`src/tfp_pkg.sv`:
```
package tfp_pkg;

  // frame header bytes
  localparam logic [7:0] HdrSync = 8'hAA;
  localparam logic [7:0] HdrAddr = 8'hFF;
  localparam logic [7:0] HdrFunc = 8'hF1;

  // default limit on words per frame
  localparam int unsigned MaxWordsDef = 7;

  // widths of the payload fields
  localparam int unsigned WordW  = 16;
  localparam int unsigned CountW = 3;
  localparam int unsigned ByteW  = 8;

  // most bytes one word can produce: header, length, two data, two checksums
  localparam int unsigned MaxBytes = 8;
  localparam int unsigned IdxW     = $clog2(MaxBytes);
  localparam int unsigned CntW     = $clog2(MaxBytes + 1);

  // byte group handed from the build stage to the serializer
  typedef struct packed {
    logic [MaxBytes-1:0][ByteW-1:0] bytes;
    logic [CntW-1:0]                cnt;
    logic                           last;
  } tfp_pack_t;

endpackage

```
`src/tfp_word_if.sv`:
```
interface tfp_word_if;
  logic                            valid;
  logic                            ready;
  logic [tfp_pkg::WordW-1:0]       data_word;
  logic [tfp_pkg::CountW-1:0]      word_count;

  modport source (output valid, output data_word, output word_count, input ready);
  modport sink   (input valid, input data_word, input word_count, output ready);
endinterface

```
`src/tfp_byte_if.sv`:
```
interface tfp_byte_if;
  logic                       valid;
  logic                       ready;
  logic [tfp_pkg::ByteW-1:0]  out_byte;
  logic                       frame_end;

  modport source (output valid, output out_byte, output frame_end, input ready);
  modport sink   (input valid, input out_byte, input frame_end, output ready);
endinterface

```
`src/tfp_build.sv`:
```
module tfp_build #(
  parameter int unsigned MaxWords = tfp_pkg::MaxWordsDef
) (
  input  logic               clk_i,
  input  logic               rst_ni,
  tfp_word_if.sink           word_i,
  output tfp_pkg::tfp_pack_t pack_o,
  output logic               pack_valid_o,
  input  logic               pack_ready_i
);

  localparam int unsigned WlW = $clog2(MaxWords + 1);

  logic [WlW-1:0]     words_left_q, words_left_d;
  logic [7:0]         sum_q, sum_d;
  logic [7:0]         add_q, add_d;
  logic               pack_valid_q;
  tfp_pkg::tfp_pack_t pack_q, pack_d;
  logic               accept;

  assign word_i.ready = !pack_valid_q || pack_ready_i;
  assign accept       = word_i.valid && word_i.ready;
  assign pack_o       = pack_q;
  assign pack_valid_o = pack_valid_q;

  always_comb begin
    logic           open;
    logic [WlW-1:0] cnt_sat;
    logic [2:0]     n_sum;
    logic [5:0][7:0] sb;
    logic [7:0]     s, a;
    logic [7:0]     lo, hi;

    open = (words_left_q == '0);
    lo   = word_i.data_word[7:0];
    hi   = word_i.data_word[15:8];

    if (word_i.word_count == '0) begin
      cnt_sat = WlW'(1);
    end else if (32'(word_i.word_count) > MaxWords) begin
      cnt_sat = WlW'(MaxWords);
    end else begin
      cnt_sat = WlW'(word_i.word_count);
    end

    sb = '0;
    if (open) begin
      sb[0] = tfp_pkg::HdrSync;
      sb[1] = tfp_pkg::HdrAddr;
      sb[2] = tfp_pkg::HdrFunc;
      sb[3] = 8'({cnt_sat, 1'b0});
      sb[4] = lo;
      sb[5] = hi;
      n_sum = 3'd6;
      s     = '0;
      a     = '0;
    end else begin
      sb[0] = lo;
      sb[1] = hi;
      n_sum = 3'd2;
      s     = sum_q;
      a     = add_q;
    end

    // running checksums over the summed bytes of this word
    for (int i = 0; i < 6; i++) begin
      if (i < int'(n_sum)) begin
        s = s + sb[i];
        a = a + s;
      end
    end

    words_left_d = (open ? cnt_sat : words_left_q) - WlW'(1);
    sum_d        = s;
    add_d        = a;

    pack_d.bytes = '0;
    for (int i = 0; i < 6; i++) begin
      pack_d.bytes[i] = sb[i];
    end
    pack_d.last = (words_left_d == '0);
    if (pack_d.last) begin
      pack_d.bytes[n_sum]              = s;
      pack_d.bytes[3'(n_sum + 3'd1)]   = a;
    end
    pack_d.cnt = tfp_pkg::CntW'(n_sum) + (pack_d.last ? tfp_pkg::CntW'(2) : '0);
  end

  always_ff @(posedge clk_i or negedge rst_ni) begin
    if (!rst_ni) begin
      words_left_q <= '0;
      sum_q        <= '0;
      add_q        <= '0;
      pack_valid_q <= 1'b0;
    end else begin
      if (accept) begin
        words_left_q <= words_left_d;
        sum_q        <= sum_d;
        add_q        <= add_d;
        pack_valid_q <= 1'b1;
      end else if (pack_ready_i) begin
        pack_valid_q <= 1'b0;
      end
    end
  end

  always_ff @(posedge clk_i) begin
    if (accept) begin
      pack_q <= pack_d;
    end
  end

endmodule

```
`src/tfp_serial.sv`:
```
module tfp_serial (
  input  logic               clk_i,
  input  logic               rst_ni,
  input  tfp_pkg::tfp_pack_t pack_i,
  input  logic               pack_valid_i,
  output logic               pack_ready_o,
  tfp_byte_if.source         byte_o
);

  tfp_pkg::tfp_pack_t             buf_q;
  logic [tfp_pkg::IdxW-1:0]       idx_q;
  logic                           busy_q;
  logic                           last_byte;
  logic                           fire;

  assign last_byte    = ({1'b0, idx_q} == (buf_q.cnt - tfp_pkg::CntW'(1)));
  assign fire         = busy_q && byte_o.ready;
  assign pack_ready_o = !busy_q || (fire && last_byte);

  assign byte_o.valid     = busy_q;
  assign byte_o.out_byte  = buf_q.bytes[idx_q];
  assign byte_o.frame_end = buf_q.last && last_byte;

  always_ff @(posedge clk_i or negedge rst_ni) begin
    if (!rst_ni) begin
      busy_q <= 1'b0;
      idx_q  <= '0;
    end else begin
      if (pack_ready_o) begin
        busy_q <= pack_valid_i;
        idx_q  <= '0;
      end else if (fire) begin
        idx_q <= idx_q + tfp_pkg::IdxW'(1);
      end
    end
  end

  always_ff @(posedge clk_i) begin
    if (pack_ready_o && pack_valid_i) begin
      buf_q <= pack_i;
    end
  end

endmodule

```
`src/telemetry_frame_packer.sv`:
```
// telemetry frame packer
// word_i takes one request per handshake: a 16-bit data_word and the frame's
// word_count (1..7, read only on the first word of a frame; 0 counts as 1,
// values above MaxWords are clipped). byte_o sends the frame one byte per
// request in transmit order: sync 0xAA, 0xFF, 0xF1, length (2 x words), data
// low byte then high byte for each word, then the byte sum and the sum of sums.
// frame_end is high on the last checksum byte only.
// with the serializer idle, the first byte of a word is offered once its byte
// group has passed the build register and the serializer buffer.
// each word takes as many byte handshakes on byte_o as it yields bytes:
// 2 for a middle word, up to 8 for a one-word frame; the byte link sets the
// pace of the word stream inside a frame.
// a word is taken while the previous word's bytes are still going out: the
// build stage register holds the next byte group until the serializer frees.
// reset closes any open frame, clears both checksums and drops pending bytes.
// when the receiver stalls, byte_o holds its byte steady and word_i drops
// ready once the build register is full.
module telemetry_frame_packer #(
  parameter int unsigned MaxWords = tfp_pkg::MaxWordsDef
) (
  input  logic       clk_i,
  input  logic       rst_ni,
  tfp_word_if.sink   word_i,
  tfp_byte_if.source byte_o
);

  // byte group for one word, registered between the two stages
  tfp_pkg::tfp_pack_t pack;
  logic               pack_valid;
  logic               pack_ready;

  // build stage: frame state, checksums and the bytes of each word
  tfp_build #(
    .MaxWords (MaxWords)
  ) u_build (
    .clk_i        (clk_i),
    .rst_ni       (rst_ni),
    .word_i       (word_i),
    .pack_o       (pack),
    .pack_valid_o (pack_valid),
    .pack_ready_i (pack_ready)
  );

  // serializer: one byte per request on the output link
  tfp_serial u_serial (
    .clk_i        (clk_i),
    .rst_ni       (rst_ni),
    .pack_i       (pack),
    .pack_valid_i (pack_valid),
    .pack_ready_o (pack_ready),
    .byte_o       (byte_o)
  );

endmodule

```
`src/flat_wrapper.sv`:
```
// flat-port wrapper written by rule: the top's interface ports become plain ports
module telemetry_frame_packer_flat 
#(
  parameter int unsigned MaxWords = tfp_pkg::MaxWordsDef
)
  (clk_i, rst_ni, word_i_valid, word_i_data_word, word_i_word_count, word_i_ready, byte_o_valid, byte_o_out_byte, byte_o_frame_end, byte_o_ready);
  tfp_word_if word_i_i ();
  tfp_byte_if byte_o_i ();
  input  logic clk_i;
  input  logic rst_ni;
  input wire logic [$bits(word_i_i.valid)-1:0] word_i_valid;
  input wire logic [$bits(word_i_i.data_word)-1:0] word_i_data_word;
  input wire logic [$bits(word_i_i.word_count)-1:0] word_i_word_count;
  output wire logic [$bits(word_i_i.ready)-1:0] word_i_ready;
  output wire logic [$bits(byte_o_i.valid)-1:0] byte_o_valid;
  output wire logic [$bits(byte_o_i.out_byte)-1:0] byte_o_out_byte;
  output wire logic [$bits(byte_o_i.frame_end)-1:0] byte_o_frame_end;
  input wire logic [$bits(byte_o_i.ready)-1:0] byte_o_ready;
  assign word_i_i.valid = word_i_valid;
  assign word_i_i.data_word = word_i_data_word;
  assign word_i_i.word_count = word_i_word_count;
  assign word_i_ready = word_i_i.ready;
  assign byte_o_valid = byte_o_i.valid;
  assign byte_o_out_byte = byte_o_i.out_byte;
  assign byte_o_frame_end = byte_o_i.frame_end;
  assign byte_o_i.ready = byte_o_ready;
  telemetry_frame_packer #(.MaxWords(MaxWords)) u_core (.clk_i(clk_i), .rst_ni(rst_ni), .word_i(word_i_i), .byte_o(byte_o_i));
endmodule
```
`config.mk`:
```
export PLATFORM = sky130hd
export DESIGN_NAME = telemetry_frame_packer_flat
export DESIGN_NICKNAME = d
export VERILOG_FILES = /design/src/tfp_pkg.sv /design/src/tfp_word_if.sv /design/src/tfp_byte_if.sv /design/src/tfp_build.sv /design/src/tfp_serial.sv /design/src/telemetry_frame_packer.sv /design/src/flat_wrapper.sv
export SDC_FILE = /design/constraint.sdc
export NUM_CORES = 1
export LEC_CHECK = 0
export BUFFER_PORTS_ARGS = -buffer_cell sky130_fd_sc_hd__buf_2
export CAP_MARGIN = 20
export CORE_ASPECT_RATIO = 0.7
export CORE_MARGIN = 2
export CORE_UTILIZATION = 60
export CTS_CLUSTER_DIAMETER = 200
export DETAILED_ROUTE_END_ITERATION = 8
export PLACE_DENSITY = 0.83
export SYNTH_ARGS = -nofsm -noshare
export SYNTH_HDL_FRONTEND = slang
export SYNTH_SLANG_ARGS = --single-unit
```
`constraint.sdc`:
```
create_clock -name clk_i -period 10.7 [get_ports clk_i]
set_input_delay 2.14 -clock clk_i [delete_from_list [all_inputs] [get_ports clk_i]]
set_output_delay 2.14 -clock clk_i [all_outputs]
set_load 0.02 [all_outputs]
```
==> impl_metrics.json <==
{
  "status": "complete, no violations",
  "wirelength_um": 21700,
  "timing.fmax_ghz": 0.108,
  "crit_arrival_ns": 9.53,
  "antennaDiodeCount": 0,
  "critPathLaunchType": "input pin",
  "dp.cells": 1105,
  "synthCells": 865,
  "nFillCells": 1225,
  "stdcell_count": 1137,
  "rsz0062_at_grt": "no",
  "rrSetupSlack_ns": 2.22,
  "drt-initial-drc-count": 571,
  "cts.clk_slew.worst_paths_ns": 0.07,
  "vias": 6607,
  "post_cts_resized": 0,
  "skew_ns": 0.00816,
  "setup_tns_ns": 0,
  "grt_pass1_vias": 6351,
  "place_congestion": 0.926,
  "slew_headroom_pct": 31.5,
  "cts_tree": "built",
  "fin_crit_ns": 9.26,
  "grt.overflow.total": 0,
  "crit_path_top_delay_cell": "fa_1",
  "numCtsBuffers": 17,
  "initial_core_util_pct": 61.0,
  "drtPass1Iterations": 5,
  "synth_nets": 984,
  "layout.nets": 1018,
  "synth_area_mm2": 0.00988,
  "detail-route-antenna-nets": 0,
  "ys_types": 62,
  "worstPathRequired_ns": 10.97,
  "final-setup-viol-count": 0,
  "fin_util_pct": 67.0,
  "cts.hold.buffers_added": 0,
  "wl_per_cell_um": 19.1,
  "crit_path_frequent_cell": "ha_1",
  "ys_async_sr_fraction_pct": 15.0,
  "ios": 34,
  "post-route-period-util_pct": 86.5,
  "antenna_found_initial": 1,
  "whs_ns": 0.411,
  "synth_top_flop_cell": "edfxtp_1",
  "ys_seq_elements": 160,
  "drv_cap": 0,
  "vias_per_cell": 5.81,
  "die_h_um": 111,
  "clock-sinks": 160,
  "hold_viol": 0,
  "drv_slew": 0,
  "fp.coreArea_mm2": 0.0162,
  "critical_path.max_fanout": 5,
  "slowest_delay_ns": 0.44,
  "root_buffer": "clkbuf_16",
  "insertion_delay_ns": 0.43,
  "ys_seq_area_share_pct": 47.4,
  "hold_class": "reg -> reg",
  "dp_hpwl_um": 15900,
  "grt_start_max_net_pins": 72,
  "area_delta_synth_final_pct": 9.82,
  "clock_path_buffers": 2,
  "ys_warn_count": 0,
  "crit_path_end_kind": "flip-flop",
  "die_w_um": 157,
  "rows": 39,
  "drive_gt1_share_pct": 11.7,
  "tightestPinTransition_ns": 1.03,
  "numPortBuffers": 33,
  "die-area_mm2": 0.0175,
  "drc_errors": 0,
  "avgSynthCellArea_um2": 11.4,
  "synth_edf_count": 136,
  "path_class": "in -> reg",
  "grt_pass1_wl_um": 34400,
  "grt_usage_pct": 26.2,
  "h-tree-depth": 4,
  "post_cts_buffers": 0
}
## state kept, by name, indices dropped and copies added, names as in the netlist
signal                        cells
u_core.u_build.pack_valid_o       1
u_core.u_serial.idx_q             3
u_core.u_build.add_q              8
u_core.u_serial.byte_o.valid      1
u_core.u_build.pack_o            68
u_core.u_build.words_left_q       3
u_core.u_build.sum_q              8
u_core.u_serial.buf_q            68
## per-stage QoR
step	setup slack, ns	instance area (µm²)
global route	0.784	10900
detailed placement	1.11	10300
CTS	1.48	10900
floorplan	1.74	9880
global placement	1.28	10300
finish	1.44	10900
## layer usage
metal | vias up | track usage, % | part of all wire [%] | wire length (µm)
li1 | 3158 | - | - | -
met1 | 3210 | 40.9 | 48 | 10500
met2 | 224 | 37.3 | 42 | 9180
met3 | 15 | 6.93 | 8.6 | 1870
met4 | 0 | 4.79 | 0.81 | 175
met5 | - | 0 | 0 | 0
## placed cells by master (no fill, tap or decap), drive strengths merged, types with 17 or more instances in the layout
| cell | n |
|---|---|
| xor2 | 28 |
| inv | 49 |
| nor2 | 39 |
| a21o | 24 |
| buf | 41 |
| nand2b | 20 |
| clkbuf | 17 |
| a21oi | 50 |
| and2 | 52 |
| nand2 | 102 |
| xnor2 | 50 |
| nor2b | 18 |
| ha | 85 |
| dfrtp | 24 |
| o21ai | 46 |
| edfxtp | 136 |
## cell families (layout without fill, tap and decap cells)
| kind of cell | Yosys count | after routing | synth area share (%) |
|---|---|---|---|
| and+or+nand+nor | 262 | 262 | 13.0 |
| AOI/OAI and AO/OA | 174 | 174 | 11.3 |
| DFF | 160 | 160 | 47.4 |
| adders and majority gates | 96 | 96 | 13.0 |
| xor gates and xnor gates | 83 | 83 | 8.39 |
| buffers and inverters | 68 | 115 | 2.59 |
| muxes | 22 | 22 | 4.32 |
## synth_stat cells (2+ instances only)
cell type	count	area share, %
o21ai_0	45	2.3
and3_1	5	0.32
a21boi_0	6	0.46
a211oi_1	3	0.23
nand3_1	5	0.25
and2_1	52	3.3
o21a_1	7	0.53
o21bai_1	13	0.99
ha_1	85	11
mux2i_1	3	0.30
buf_1	3	0.11
dfrtp_1	24	6.1
xnor3_1	5	1.1
o41ai_1	2	0.18
edfxtp_1	136	41
a21oi_1	49	2.5
inv_1	42	1.6
fa_1	11	2.2
nand2b_1	20	1.3
mux2_2	2	0.23
nor2_1	39	1.5
a21boi_1	4	0.30
clkbuf_1	22	0.84
nor2b_1	18	1.1
or3_1	2	0.13
mux4_2	16	3.6
xnor2_1	49	4.3
nand4_1	3	0.19
a21o_1	24	1.8
or2_2	3	0.19
nand2_1	102	3.9
nor3_1	8	0.41
o211ai_1	2	0.15
o22ai_1	2	0.13
xor2_1	26	2.3
## worst paths after layout
path,depth (start not counted),startpoint,end
max in group asynchronous,1,rst_ni,u_core.u_build.words_left_q[0]$_DFFE_PN0P_
worst max register to register,35,u_core.u_build.words_left_q[1]$_DFFE_PN0P_,u_core.u_build.pack_o[36]$_SDFFCE_PP0P_
worst min register to register,0,u_core.u_build.pack_o[56]$_SDFFCE_PN0P_,u_core.u_serial.buf_q[56]$_DFFE_PP_
min in group asynchronous,1,rst_ni,u_core.u_build.add_q[5]$_DFFE_PN0P_
worst min-delay path,0,u_core.u_build.pack_o[56]$_SDFFCE_PN0P_,u_core.u_serial.buf_q[56]$_DFFE_PP_
worst max-delay path,34,word_i_data_word[0],u_core.u_build.pack_o[36]$_SDFFCE_PP0P_
## final cells by class
cell class	count	area, µm²	share of cell area [%]
multi-input cells	637	4950	45.6
flip-flops and latches	160	4680	43.2
clock inverters	15	131	1.21
inverters	42	158	1.45
clock buffers	17	425	3.92
well taps	225	282	2.59
repair buffers	41	225	2.07
## critical path: cells and delay by family
kind            cells  cell delay [ns]
xor+xnor            9             1.91
fa+ha+maj           7             2.29
simple gates        6             1.14
buf+inv             1             0.11
compound gates     11             1.97
Power is left out: the tool's default activity adds up to more than one toggle a clock period on the data nets, which glitch-free logic cannot reach.
